==> src/design/rplc_pkg.sv <==
`timescale 1ns / 1ps
`default_nettype none

package rplc_pkg;

    localparam int PULSE_W    = 14;
    localparam int TIME_W     = 32;
    localparam int LEVEL_W    = 7;
    localparam int STATE_W    = 6;
    localparam int CFG_DATA_W = 32;
    localparam int CFG_IDX_W  = 3;
    localparam int QUEUE_DEPTH = 2;

    localparam logic [PULSE_W-1:0] RANGE_MIN_RST      = 14'd1019;
    localparam logic [PULSE_W-1:0] RANGE_MAX_RST      = 14'd1981;
    localparam logic [LEVEL_W-1:0] ON_LEVEL_RST       = 7'd20;
    localparam logic [LEVEL_W-1:0] HIGH_LEVEL_RST     = 7'd100;
    localparam logic [TIME_W-1:0]  BLINK_INTERVAL_RST = 32'd400000;

    // divide by three as multiply by 43 and shift by 7, exact below 64
    localparam logic [11:0] DIV3_MUL   = 12'd43;
    localparam int          DIV3_SHIFT = 7;

    typedef enum logic [CFG_IDX_W-1:0] {
        CFG_RANGE_MIN      = 3'd0,
        CFG_RANGE_MAX      = 3'd1,
        CFG_ON_LEVEL       = 3'd2,
        CFG_HIGH_LEVEL     = 3'd3,
        CFG_BLINK_INTERVAL = 3'd4
    } cfg_idx_t;

    typedef struct packed {
        logic [PULSE_W-1:0] pulse_us;
        logic [TIME_W-1:0]  now_us;
    } in_t;

    typedef struct packed {
        logic [PULSE_W-1:0] filtered_pulse_us;
        logic [STATE_W-1:0] master_state;
        logic [LEVEL_W-1:0] stop_level;
        logic [LEVEL_W-1:0] reverse_level;
        logic [LEVEL_W-1:0] front_level;
        logic [LEVEL_W-1:0] left_level;
        logic [LEVEL_W-1:0] right_level;
    } out_t;

    typedef struct packed {
        logic [PULSE_W-1:0] range_min_us;
        logic [PULSE_W-1:0] range_max_us;
        logic [LEVEL_W-1:0] on_level;
        logic [LEVEL_W-1:0] high_level;
        logic [TIME_W-1:0]  blink_period_us;
    } cfg_t;

    typedef struct packed {
        logic [PULSE_W-1:0] smoothed_us;
        logic [TIME_W-1:0]  now_us;
    } job_t;

    // bucket to master state: remainder by three low, quotient above
    function automatic logic [STATE_W-1:0] state_of_bucket(input logic [5:0] bucket);
        logic [11:0] prod;
        logic [4:0]  quot;
        logic [5:0]  rem;
        prod = 12'(bucket) * DIV3_MUL;
        quot = prod[DIV3_SHIFT+4:DIV3_SHIFT];
        rem  = bucket - ({1'b0, quot} * 6'd3);
        return {quot[3:0], rem[1:0]};
    endfunction

endpackage

`default_nettype wire

==> src/design/rplc_front.sv <==
`timescale 1ns / 1ps
`default_nettype none

module rplc_front #(
    parameter int SMOOTH_DEPTH = 4
) (
    input  wire                 clk,
    input  wire                 rst_n,
    input  wire                 pulse_valid,
    output logic                pulse_ready,
    input  rplc_pkg::in_t       pulse_data,
    output logic                job_valid,
    input  wire                 job_ready,
    output rplc_pkg::job_t      job_data
);

    localparam int IW = (SMOOTH_DEPTH > 1) ? $clog2(SMOOTH_DEPTH) : 1;

    logic [rplc_pkg::PULSE_W-1:0] ring_reg [SMOOTH_DEPTH];
    logic [IW-1:0]                idx_reg;
    logic [IW-1:0]                idx_next;
    logic [rplc_pkg::PULSE_W-1:0] smooth_reg;
    logic [rplc_pkg::PULSE_W-1:0] smooth_next;
    logic                         match;
    logic                         accept;

    assign pulse_ready = job_ready;
    assign job_valid   = pulse_valid;
    assign accept      = pulse_valid && job_ready;

    // consensus: every other slot already equals the new sample
    always_comb
    begin
        match = 1'b1;
        for (int i = 0; i < SMOOTH_DEPTH; i++)
        begin
            if ((IW'(i) != idx_reg) && (ring_reg[i] != pulse_data.pulse_us))
            begin
                match = 1'b0;
            end
        end
        smooth_next = match ? pulse_data.pulse_us : smooth_reg;
        idx_next    = (idx_reg == IW'(SMOOTH_DEPTH - 1)) ? '0 : idx_reg + 1'b1;
    end

    assign job_data.smoothed_us = smooth_next;
    assign job_data.now_us      = pulse_data.now_us;

    always_ff @(posedge clk or negedge rst_n)
    begin
        if (!rst_n)
        begin
            for (int i = 0; i < SMOOTH_DEPTH; i++)
            begin
                ring_reg[i] <= '0;
            end
            idx_reg    <= '0;
            smooth_reg <= '0;
        end
        else if (accept)
        begin
            ring_reg[idx_reg] <= pulse_data.pulse_us;
            idx_reg           <= idx_next;
            smooth_reg        <= smooth_next;
        end
    end

endmodule

`default_nettype wire

==> src/design/rplc_queue.sv <==
`timescale 1ns / 1ps
`default_nettype none

module rplc_queue (
    input  wire                 clk,
    input  wire                 rst_n,
    input  wire                 push_valid,
    output logic                push_ready,
    input  rplc_pkg::job_t      push_data,
    output logic                pop_valid,
    input  wire                 pop_ready,
    output rplc_pkg::job_t      pop_data
);

    localparam int PW = $clog2(rplc_pkg::QUEUE_DEPTH);
    localparam int CW = $clog2(rplc_pkg::QUEUE_DEPTH + 1);

    rplc_pkg::job_t  mem_reg [rplc_pkg::QUEUE_DEPTH];
    logic [PW-1:0]   head_reg;
    logic [PW-1:0]   tail_reg;
    logic [CW-1:0]   count_reg;
    logic            push;
    logic            pop;

    assign push_ready = (count_reg != CW'(rplc_pkg::QUEUE_DEPTH));
    assign pop_valid  = (count_reg != '0);
    assign pop_data   = mem_reg[head_reg];
    assign push       = push_valid && push_ready;
    assign pop        = pop_valid && pop_ready;

    always_ff @(posedge clk or negedge rst_n)
    begin
        if (!rst_n)
        begin
            head_reg  <= '0;
            tail_reg  <= '0;
            count_reg <= '0;
        end
        else
        begin
            if (push)
            begin
                mem_reg[tail_reg] <= push_data;
                tail_reg <= (tail_reg == PW'(rplc_pkg::QUEUE_DEPTH - 1)) ? '0 : tail_reg + 1'b1;
            end
            if (pop)
            begin
                head_reg <= (head_reg == PW'(rplc_pkg::QUEUE_DEPTH - 1)) ? '0 : head_reg + 1'b1;
            end
            if (push && !pop)
            begin
                count_reg <= count_reg + 1'b1;
            end
            else if (pop && !push)
            begin
                count_reg <= count_reg - 1'b1;
            end
        end
    end

endmodule

`default_nettype wire

==> src/design/rplc_back.sv <==
`timescale 1ns / 1ps
`default_nettype none

module rplc_back #(
    parameter int BUCKET_COUNT = 48
) (
    input  wire                 clk,
    input  wire                 rst_n,
    input  rplc_pkg::cfg_t      cfg,
    input  wire                 job_valid,
    output logic                job_ready,
    input  rplc_pkg::job_t      job_data,
    output logic                light_valid,
    input  wire                 light_ready,
    output rplc_pkg::out_t      light_data
);

    localparam int KW = $clog2(BUCKET_COUNT);
    localparam int DW = rplc_pkg::PULSE_W + 2;
    localparam int NW = DW + KW;
    localparam int CW = $clog2(KW + 1);
    localparam logic [KW-1:0] BMAX = KW'(BUCKET_COUNT - 1);

    typedef enum logic [1:0] {
        ST_IDLE,
        ST_SAT,
        ST_DIV,
        ST_FIN
    } state_t;

    state_t                        state_reg, state_next;
    logic                          zero_reg, zero_next;
    logic [NW-1:0]                 rem_reg, rem_next;
    logic [DW-1:0]                 dv_reg, dv_next;
    logic [NW-1:0]                 dvs_reg, dvs_next;
    logic [KW-1:0]                 q_reg, q_next;
    logic [CW-1:0]                 cnt_reg, cnt_next;
    logic [rplc_pkg::PULSE_W-1:0]  filt_reg, filt_next;
    logic [rplc_pkg::TIME_W-1:0]   now_reg, now_next;
    logic [rplc_pkg::TIME_W-1:0]   deadline_reg, deadline_next;
    logic                          phase_reg, phase_next;
    logic                          out_valid_reg, out_valid_next;
    rplc_pkg::out_t                out_reg, out_next;

    logic [rplc_pkg::PULSE_W-1:0]  diff;
    logic [rplc_pkg::PULSE_W:0]    span;
    logic [NW-1:0]                 prod;
    logic [KW-1:0]                 bucket;
    logic [rplc_pkg::STATE_W-1:0]  ms;
    logic [1:0]                    mode;
    logic                          ph;

    assign job_ready   = (state_reg == ST_IDLE);
    assign light_valid = out_valid_reg;
    assign light_data  = out_reg;

    always_comb
    begin
        state_next     = state_reg;
        zero_next      = zero_reg;
        rem_next       = rem_reg;
        dv_next        = dv_reg;
        dvs_next       = dvs_reg;
        q_next         = q_reg;
        cnt_next       = cnt_reg;
        filt_next      = filt_reg;
        now_next       = now_reg;
        deadline_next  = deadline_reg;
        phase_next     = phase_reg;
        out_valid_next = out_valid_reg;
        out_next       = out_reg;

        diff   = job_data.smoothed_us - cfg.range_min_us;
        span   = {1'b0, cfg.range_max_us} - {1'b0, cfg.range_min_us} + 1'b1;
        prod   = NW'(diff) * NW'(BUCKET_COUNT - 1);
        bucket = (q_reg > BMAX) ? BMAX : q_reg;
        ms     = rplc_pkg::state_of_bucket(6'(bucket));
        mode   = ms[3:2];
        ph     = phase_reg;

        if (out_valid_reg && light_ready)
        begin
            out_valid_next = 1'b0;
        end

        case (state_reg)
            ST_IDLE:
            begin
                if (job_valid)
                begin
                    filt_next  = job_data.smoothed_us;
                    now_next   = job_data.now_us;
                    zero_next  = (cfg.range_max_us < cfg.range_min_us) ||
                                 (job_data.smoothed_us < cfg.range_min_us);
                    rem_next   = (prod << 1) + NW'(span);
                    dv_next    = {span, 1'b0};
                    state_next = ST_SAT;
                end
            end
            ST_SAT:
            begin
                if (zero_reg)
                begin
                    q_next     = '0;
                    state_next = ST_FIN;
                end
                else if (rem_reg >= {dv_reg, {KW{1'b0}}})
                begin
                    q_next     = BMAX;
                    state_next = ST_FIN;
                end
                else
                begin
                    q_next     = '0;
                    dvs_next   = NW'(dv_reg) << (KW - 1);
                    cnt_next   = CW'(KW - 1);
                    state_next = ST_DIV;
                end
            end
            ST_DIV:
            begin
                if (rem_reg >= dvs_reg)
                begin
                    rem_next = rem_reg - dvs_reg;
                    q_next   = {q_reg[KW-2:0], 1'b1};
                end
                else
                begin
                    q_next = {q_reg[KW-2:0], 1'b0};
                end
                dvs_next = dvs_reg >> 1;
                cnt_next = cnt_reg - 1'b1;
                if (cnt_reg == '0)
                begin
                    state_next = ST_FIN;
                end
            end
            ST_FIN:
            begin
                if (!out_valid_reg || light_ready)
                begin
                    if ((mode != 2'd0) && (deadline_reg < now_reg))
                    begin
                        deadline_next = now_reg + cfg.blink_period_us;
                        ph            = !phase_reg;
                    end
                    phase_next = ph;
                    out_next.filtered_pulse_us = filt_reg;
                    out_next.master_state      = ms;
                    out_next.stop_level    = ms[0] ? cfg.high_level :
                                             (ms[5] ? cfg.on_level : '0);
                    out_next.reverse_level = ms[1] ? cfg.on_level : '0;
                    out_next.front_level   = ms[4] ? cfg.high_level :
                                             (ms[5] ? cfg.on_level : '0);
                    out_next.left_level    = (mode[0] && ph) ? cfg.on_level : '0;
                    out_next.right_level   = (mode[1] && ph) ? cfg.on_level : '0;
                    out_valid_next = 1'b1;
                    state_next     = ST_IDLE;
                end
            end
            default:
            begin
                state_next = ST_IDLE;
            end
        endcase
    end

    always_ff @(posedge clk or negedge rst_n)
    begin
        if (!rst_n)
        begin
            state_reg     <= ST_IDLE;
            zero_reg      <= 1'b0;
            rem_reg       <= '0;
            dv_reg        <= '0;
            dvs_reg       <= '0;
            q_reg         <= '0;
            cnt_reg       <= '0;
            filt_reg      <= '0;
            now_reg       <= '0;
            deadline_reg  <= '0;
            phase_reg     <= 1'b0;
            out_valid_reg <= 1'b0;
            out_reg       <= '0;
        end
        else
        begin
            state_reg     <= state_next;
            zero_reg      <= zero_next;
            rem_reg       <= rem_next;
            dv_reg        <= dv_next;
            dvs_reg       <= dvs_next;
            q_reg         <= q_next;
            cnt_reg       <= cnt_next;
            filt_reg      <= filt_next;
            now_reg       <= now_next;
            deadline_reg  <= deadline_next;
            phase_reg     <= phase_next;
            out_valid_reg <= out_valid_next;
            out_reg       <= out_next;
        end
    end

endmodule

`default_nettype wire

==> src/design/rc_pulse_light_controller_top.sv <==
// Light controller for an RC receiver channel. Each pulse beat (width and
// microsecond timestamp) passes a consensus filter over the last SMOOTH_DEPTH
// widths, is quantized into BUCKET_COUNT buckets between range_min_us and
// range_max_us, and yields one light beat with the master state and the five
// LED levels. The front filters in the accepting cycle and parks frames in a
// two-entry queue; the back takes one frame at a time and steps it from idle
// through a saturation check and a one-bit-per-cycle restoring divider to a
// finish state that can wait on light_ready; the divider is skipped when the
// bucket is pinned (width below the range, range inverted, or quotient beyond
// the divider's reach). Configuration writes take effect at once and must be
// made while no frame is in flight.
`timescale 1ns / 1ps
`default_nettype none

module rc_pulse_light_controller_top #(
    parameter int SMOOTH_DEPTH = 4,
    parameter int BUCKET_COUNT = 48
) (
    input  wire                                   clk,
    input  wire                                   rst_n,
    input  wire                                   pulse_valid,
    output logic                                  pulse_ready,
    input  rplc_pkg::in_t                         pulse_data,
    output logic                                  light_valid,
    input  wire                                   light_ready,
    output rplc_pkg::out_t                        light_data,
    input  wire                                   cfg_we,
    input  wire [rplc_pkg::CFG_IDX_W-1:0]         cfg_index,
    input  wire [rplc_pkg::CFG_DATA_W-1:0]        cfg_data
);

    rplc_pkg::cfg_t cfg_reg;
    logic           fq_valid;
    logic           fq_ready;
    rplc_pkg::job_t fq_data;
    logic           qb_valid;
    logic           qb_ready;
    rplc_pkg::job_t qb_data;

    always_ff @(posedge clk or negedge rst_n)
    begin
        if (!rst_n)
        begin
            cfg_reg.range_min_us    <= rplc_pkg::RANGE_MIN_RST;
            cfg_reg.range_max_us    <= rplc_pkg::RANGE_MAX_RST;
            cfg_reg.on_level        <= rplc_pkg::ON_LEVEL_RST;
            cfg_reg.high_level      <= rplc_pkg::HIGH_LEVEL_RST;
            cfg_reg.blink_period_us <= rplc_pkg::BLINK_INTERVAL_RST;
        end
        else if (cfg_we)
        begin
            case (rplc_pkg::cfg_idx_t'(cfg_index))
                rplc_pkg::CFG_RANGE_MIN:
                    cfg_reg.range_min_us <= cfg_data[rplc_pkg::PULSE_W-1:0];
                rplc_pkg::CFG_RANGE_MAX:
                    cfg_reg.range_max_us <= cfg_data[rplc_pkg::PULSE_W-1:0];
                rplc_pkg::CFG_ON_LEVEL:
                    cfg_reg.on_level <= cfg_data[rplc_pkg::LEVEL_W-1:0];
                rplc_pkg::CFG_HIGH_LEVEL:
                    cfg_reg.high_level <= cfg_data[rplc_pkg::LEVEL_W-1:0];
                rplc_pkg::CFG_BLINK_INTERVAL:
                    cfg_reg.blink_period_us <= cfg_data[rplc_pkg::TIME_W-1:0];
                default:
                begin
                end
            endcase
        end
    end

    rplc_front #(
        .SMOOTH_DEPTH (SMOOTH_DEPTH)
    ) u_front (
        .clk         (clk),
        .rst_n       (rst_n),
        .pulse_valid (pulse_valid),
        .pulse_ready (pulse_ready),
        .pulse_data  (pulse_data),
        .job_valid   (fq_valid),
        .job_ready   (fq_ready),
        .job_data    (fq_data)
    );

    rplc_queue u_queue (
        .clk        (clk),
        .rst_n      (rst_n),
        .push_valid (fq_valid),
        .push_ready (fq_ready),
        .push_data  (fq_data),
        .pop_valid  (qb_valid),
        .pop_ready  (qb_ready),
        .pop_data   (qb_data)
    );

    rplc_back #(
        .BUCKET_COUNT (BUCKET_COUNT)
    ) u_back (
        .clk         (clk),
        .rst_n       (rst_n),
        .cfg         (cfg_reg),
        .job_valid   (qb_valid),
        .job_ready   (qb_ready),
        .job_data    (qb_data),
        .light_valid (light_valid),
        .light_ready (light_ready),
        .light_data  (light_data)
    );

endmodule

`default_nettype wire

==> config.mk <==
export PLATFORM = sky130hd
export DESIGN_NAME = rc_pulse_light_controller_top
export DESIGN_NICKNAME = d
export VERILOG_FILES = /design/src/design/rplc_pkg.sv /design/src/design/rplc_front.sv /design/src/design/rplc_queue.sv /design/src/design/rplc_back.sv /design/src/design/rc_pulse_light_controller_top.sv
export SDC_FILE = /design/constraint.sdc
export NUM_CORES = 1
export LEC_CHECK = 0
export BUFFER_PORTS_ARGS = -buffer_cell sky130_fd_sc_hd__clkbuf_2
export CORE_ASPECT_RATIO = 2
export CORE_UTILIZATION = 46
export CTS_BUF_LIST = sky130_fd_sc_hd__clkbuf_8
export CTS_CLUSTER_DIAMETER = 100
export DETAILED_ROUTE_END_ITERATION = 6
export GPL_ROUTABILITY_DRIVEN = 0
export SLEW_MARGIN = 20
export SYNTH_ARGS = -nofsm -noshare
export SYNTH_HDL_FRONTEND = slang
export SYNTH_SLANG_ARGS = --single-unit
==> constraint.sdc <==
create_clock -name clk -period 8.45 [get_ports clk]
set_clock_uncertainty 0.05 [all_clocks]
set_input_delay 0.845 -clock clk [delete_from_list [all_inputs] [get_ports clk]]
set_output_delay 0.845 -clock clk [all_outputs]
set_load 0.02 [all_outputs]
==> results of run 1 <==
worst max-delay path by stage:
stage	to	slack, ns	cells past startpoint
2_1_floorplan	u_back.rem_reg[19]	1.40	31
3_3_place_gp	u_back.rem_reg[18]	0.97	30
3_5_place_dp	u_back.rem_reg[19]	0.80	30
4_1_cts	u_back.rem_reg[19]	0.77	30
5_1_grt	u_back.rem_reg[19]	0.22	29
6_report	u_back.rem_reg[19]	0.75	30
cell families after synthesis:
| logic type | count (synthesis) | share of synthesized area |
|---|---|---|
| compound gates | 491 | 0.117 |
| flops | 447 | 0.439 |
| simple gates | 425 | 0.0762 |
| buf+inv | 302 | 0.0438 |
| mux | 287 | 0.118 |
| fa+ha+maj | 280 | 0.144 |
| xor+xnor | 185 | 0.0615 |
| other cells | 1 | 0.000141 |
layout make-up:
type                            count  area [um^2]  area share
Tap cell                          756          946      0.0320
Inverter                          225          845      0.0286
Timing Repair Buffer              159          852      0.0288
Sequential cell                   447        11700       0.395
Clock inverter                     50          350      0.0119
Antenna cell                        4         10.0    0.000339
Clock buffer                       78         1070      0.0363
Multi-Input combinational cell   1669        13800       0.467
layer usage:
layer / part of all wire / vias up
li1: - / 8829
met1: 0.36 / 9008
met2: 0.54 / 372
met3: 0.038 / 193
met4: 0.062 / 8
met5: 0.00093 / -
placed cells by master, fill, tap and decap left out, types with 27 or more instances in the layout:
cell type and n:
dfrtp_1 325, inv_1 242, ha_1 237, mux2_2 213, nand2_1 154, clkbuf_2 141, o21ai_0 130, xnor2_1 128
a21oi_1 126, nor2_1 93, edfxtp_1 92, clkbuf_8 78, mux2i_1 73, a21o_1 55, xor2_1 55, fa_1 42
dfstp_2 29, a31oi_1 28, nand3_1 27
critical path: cells and delay by family, from the launching register on:
family          cells  cell delay (ns)
compound gates     10             1.94
xor+xnor            4             0.80
fa+ha+maj           7             2.51
buf+inv             3             0.16
flops               1             0.56
mux                 3             0.65
simple gates        3             0.89
through the flow:
| stage | cells | util | area (um^2) | hold WS, ns | worst slack [ns] |
|---|---|---|---|---|---|
| floorplan | 2418 | - | 26600 | 0.396 | 1.40 |
| global placement | 3256 | 0.492 | 28100 | 0.414 | 0.969 |
| detailed placement | 3256 | 0.492 | 28100 | 0.423 | 0.803 |
| CTS | 3384 | 0.517 | 29500 | 0.164 | 0.774 |
| global route | 3385 | 0.518 | 29500 | 0.187 | 0.217 |
| finish | 3388 | 0.518 | 29600 | 0.166 | 0.751 |
==> results.md, run 1 <==
* Outcome: finished clean
* Critical Path Most Common Cell: ha_1
* Skew-Pair Late Insertion Delay at approximately 0.66 ns
* Fillers at roughly 5300
* Top cells by area, synth: dfrtp_1, ha_1, edfxtp_1, mux2_2, xnor2_1
* Ys async rst share at 0.794
* Syn_nets at around 2800
* PortBufs at 142
* Synth warnings at 0
* Final TNS setup at 0 ns
* Clk root buf: clkbuf_8
* Layout cells sized above 1 at 0.205
* CP max FO at 15
* Via count at between 15000 and 20000
* Die Width at 172 um
* Cell Area, Synth at between 20000 and 30000 um^2
* CTS tree: yes
* Remaining global-route overflow at 0
* Worst-Margin Slew at ~1.0 ns
* Worst R2R Path Depth at 30
* Reg clk slew, reported paths at approximately 0.060 ns
* Post-Route WL at 65.3 mm
* Min-Delay Path Class: in2async
* Max Cap Viol at 0
* Post-synthesis cell type count at slightly below 80
* Reg2reg end: u_back.rem_reg[19]
* # hold bufs at CTS at 0
* Vias in the first global route at ~20000
* Max FFs per register at 92
* Cell taking the most area after synthesis: dfrtp_1
* Fin. Hold Viols at 0
* Final nets at 2937
* Global-route wire length before repair at 103 mm
* WP data arrival at around 8.2 ns
* DRC Markers at 0
* Worst setup path class: reg2reg
* Site Rows at 124
* Met1 global-route usage at 0.233
* Met3 GRT Util at 0.0409
* Antenna viol nets, final at 0
* Total Routing Usage GR at 0.230
* Syn Inst Count at roughly 2400
* Core Area at approximately 57000 um^2
* Slew HR at 0.302
* Max Buffers Root-to-Sink at 3
* H-Tree Depth at 3
* Tmin final at just under 8 ns
* Startpoint Class: flip-flop
* Mean Syn Cell Area at 11.0 um^2
* DR iter-0 viols at roughly 900
* Reg2reg start: u_queue.head_reg
* Worst Setup End Kind: flip-flop
* Die Y at 342 um
* # setup viols final at 0
* Top FF cell, synth: dfrtp_1
* # clock sinks at 447
* Inserted Clock Buffers at between 60 and 70
* Seq/Total Area, Yosys at 0.439
* Post-synth EDFFs at between 90 and 100
* CP required at roughly 8.9 ns
* Top cell type's share of synthesized area at 0.307
* Area grow syn2layout at 11.1%
* Initial antenna violation count at 7
* Post-CTS Setup Inserts at 0
* RSZ-0062 raised after global routing: no
* R2r setup slk at 0.75 ns
* Tcrit/Tclk final at 0.911
* Slew Limit Fails at 0
* Fmax at around 130 MHz
* CP Launch Point: u_queue.head_reg
* Yosys reg bits at 447
* Max stage delay on crit path at roughly 0.56 ns
* Vias per cell at around 5.4
* Starting Density at 0.466
* Gr busiest metal: met2
* DR pass1 iterations at 7
* Worst-path cell with the longest stage delay: dfrtp_2
* Post-CTS resize count at 0
* Most frequent cell after synthesis: dfrtp_1
* Met2 usage at 0.428
* Die area at about 59000 um^2
* Final HPWL DP at approximately 50 mm
* I/O pin cnt at between 100 and 150
* Wirelength per Cell at ~19 um
* Synth top cells by count: dfrtp_1, ha_1, inv_1, mux2_2, nand2_1
* Largest net degree at the start of global routing at 94
Power of run 1 is left out: the tool's default activity adds up to more than one toggle a clock period on the data nets, which glitch-free logic cannot reach.
==> inputs of run 2 (changes only) <==
--- a/config.mk
+++ b/config.mk
@@ -12,6 +12,7 @@
 export CTS_CLUSTER_DIAMETER = 100
 export DETAILED_ROUTE_END_ITERATION = 6
 export GPL_ROUTABILITY_DRIVEN = 0
+export REMOVE_ABC_BUFFERS = 1
 export SLEW_MARGIN = 20
 export SYNTH_ARGS = -nofsm -noshare
 export SYNTH_HDL_FRONTEND = slang
==> results.md, run 2 (same netlist as run 1, synthesis figures left out) <==
* Fmax at 131 MHz (was 130 MHz)
* Family with the most delay on the worst path: adder cells (unchanged)
* CP required at 8.94 ns (was 8.91 ns)
* DR iter-0 viols at 846 (was 892)
* Die Width at 172 um (unchanged)
* Initial antenna violation count at 5 (was 7)
* Die area at 58800 um^2 (unchanged)
* DR pass1 iterations at 5 (was 7)
* Core Area at 57100 um^2 (unchanged)
* Via count at 18193 (was 18410)
* # hold bufs at CTS at 0 (unchanged)
* R2r setup slk at 0.83 ns (was 0.75 ns)
* Vias in the first global route at 19382 (was 19508)
* Register area at 11700 um^2 (unchanged)
* Multi-input logic area at 13800 um^2 (about the same)
* Site Rows at 124 (unchanged)
* CP max FO at 15 (unchanged)
* Max stage delay on crit path at 0.56 ns (about the same)
* Reg clk slew, reported paths at 0.07 ns (was 0.06 ns)
* Slew HR at 0.251 (was 0.302)
* Most common cell after layout, fill and taps aside: dfrtp_1 (unchanged)
* Post-Route WL at 62.9 mm (was 65.3 mm)
* Final nets at 2935 (was 2937)
* PortBufs at 142 (unchanged)
* Area grow syn2layout at 11.5% (was 11.1%)
* DRC Markers at 0 (unchanged)
* Clk root buf: clkbuf_8 (unchanged)
* Reg2reg start: u_queue.head_reg (unchanged)
* Die Y at 342 um (unchanged)
* # setup viols final at 0 (unchanged)
* Vias per cell at 5.38 (was 5.43)
* WP data arrival at 8.11 ns (was 8.16 ns)
* CTS tree: yes (unchanged)
* Reg2reg end: u_back.rem_reg[19] (unchanged)
* Skew-Pair Late Insertion Delay at 0.66 ns (about the same)
* Fillers at 5268 (was 5274)
* Global-route wire length before repair at 101 mm (was 103 mm)
* Post-CTS resize count at 0 (unchanged)
* Layout cells sized above 1 at 0.208 (was 0.205)
* H-Tree Depth at 3 (unchanged)
* Inserted Clock Buffers at 69 (unchanged)
* Startpoint Class: flip-flop (unchanged)
* Worst setup margin at 0.828 ns (was 0.751 ns)
* Min-Delay Path Class: in2async (unchanged)
* Final HPWL DP at 47.4 mm (was 49.6 mm)
* Most frequent cells in the layout: dfrtp_1, inv_1, ha_1, mux2_2, nand2_1 (unchanged)
* Worst Setup End Kind: flip-flop (unchanged)
* RSZ-0062 raised after global routing: no (unchanged)
* Buffers plus inverters on the worst setup path at 3 (unchanged)
* Post-CTS Setup Inserts at 0 (unchanged)
* Largest net degree at the start of global routing at 145 (was 94)
* Total Routing Usage GR at 0.221 (was 0.230)
* Max Buffers Root-to-Sink at 3 (unchanged)
* Final TNS setup at 0 ns (unchanged)
* Tmin final at 7.62 ns (was 7.70 ns)
* Outcome: finished clean (unchanged)
* Worst setup path class: reg2reg (unchanged)
* Max Cap Viol at 0 (unchanged)
* Pre-CTS WS at 0.865 ns (was 0.803 ns)
* Antenna viol nets, final at 0 (unchanged)
* Worst-path cell with the longest stage delay: dfrtp_2 (unchanged)
* Wirelength per Cell at 18.6 um (was 19.3 um)
* Tcrit/Tclk final at 0.902 (was 0.911)
* Fin. Hold Viols at 0 (unchanged)
* # clock sinks at 447 (unchanged)
* Worst-Margin Slew at 1.12 ns (was 1.04 ns)
* Critical Path Most Common Cell: a21oi_1 (was ha_1)
* Remaining global-route overflow at 0 (unchanged)
* Worst R2R Path Depth at 33 (was 30)
* Starting Density at 0.466 (unchanged)
* Max FFs per register at 92 (unchanged)
* Slew Limit Fails at 0 (unchanged)
* I/O pin cnt at 143 (unchanged)
-- run 2: cell count changes in the layout (fill, tap and decap cells not counted), moves of 2 or more --
| cell | change |
|---|---|
| clkinvlp_4 | +3 |
| buf_4 | -2 |
| clkbuf_8 | +6 |
| clkinv_1 | -11 |
| bufinv_16 | +2 |
| diode_2 | -3 |
-- run 2: metal layers --
layer  up-vias  part of all wire  GRT usage
met5         -           0.00078          0
met4         8             0.046      0.108
met3       146             0.031     0.0327
met2       312              0.55      0.419
met1      8921              0.37      0.233
li1       8806                 -          -
-- run 2: area by class of cell --
cell class | count | area share
clock buffers | 84 | 0.0390
multi-input cells | 1669 | 0.465
inverters | 225 | 0.0285
flip-flops and latches | 447 | 0.394
clock inverters | 43 | 0.0129
well taps | 756 | 0.0319
repair buffers | 157 | 0.0285
diodes | 1 | 0.0000844
-- run 2: worst register-to-register path, delay by kind of cell, from the launching register on --
family | cells | cell delay, ns
xor+xnor | 4 | 0.81
simple gates | 4 | 0.44
flops | 1 | 0.56
buf+inv | 3 | 0.15
compound gates | 12 | 2.27
fa+ha+maj | 7 | 2.64
mux | 3 | 0.62
-- run 2: worst max path at each step --
stage / start / end / slack (ns) / depth (start not counted)
after floorplan: u_queue.head_reg / u_back.rem_reg[19] / 0.45 / 30
after global placement: u_queue.head_reg / u_back.rem_reg[18] / 0.93 / 30
after detailed placement: u_queue.head_reg / u_back.rem_reg[19] / 0.86 / 33
after CTS: u_queue.head_reg / u_back.rem_reg[18] / 0.86 / 30
after global routing: u_queue.head_reg / u_back.rem_reg[19] / 0.21 / 33
final: u_queue.head_reg / u_back.rem_reg[19] / 0.83 / 33
-- run 2: per-stage QoR --
step	cell area (um^2)	util	instances	hold WS (ns)
after floorplan	26300	-	2341	0.396
after global routing	29700	0.519	3382	0.243
after detailed placement	28100	0.492	3254	0.422
final	29700	0.519	3382	0.193
after global placement	28100	0.492	3254	0.415
after CTS	29700	0.519	3381	0.216
Power of run 2 is left out for the same reason.
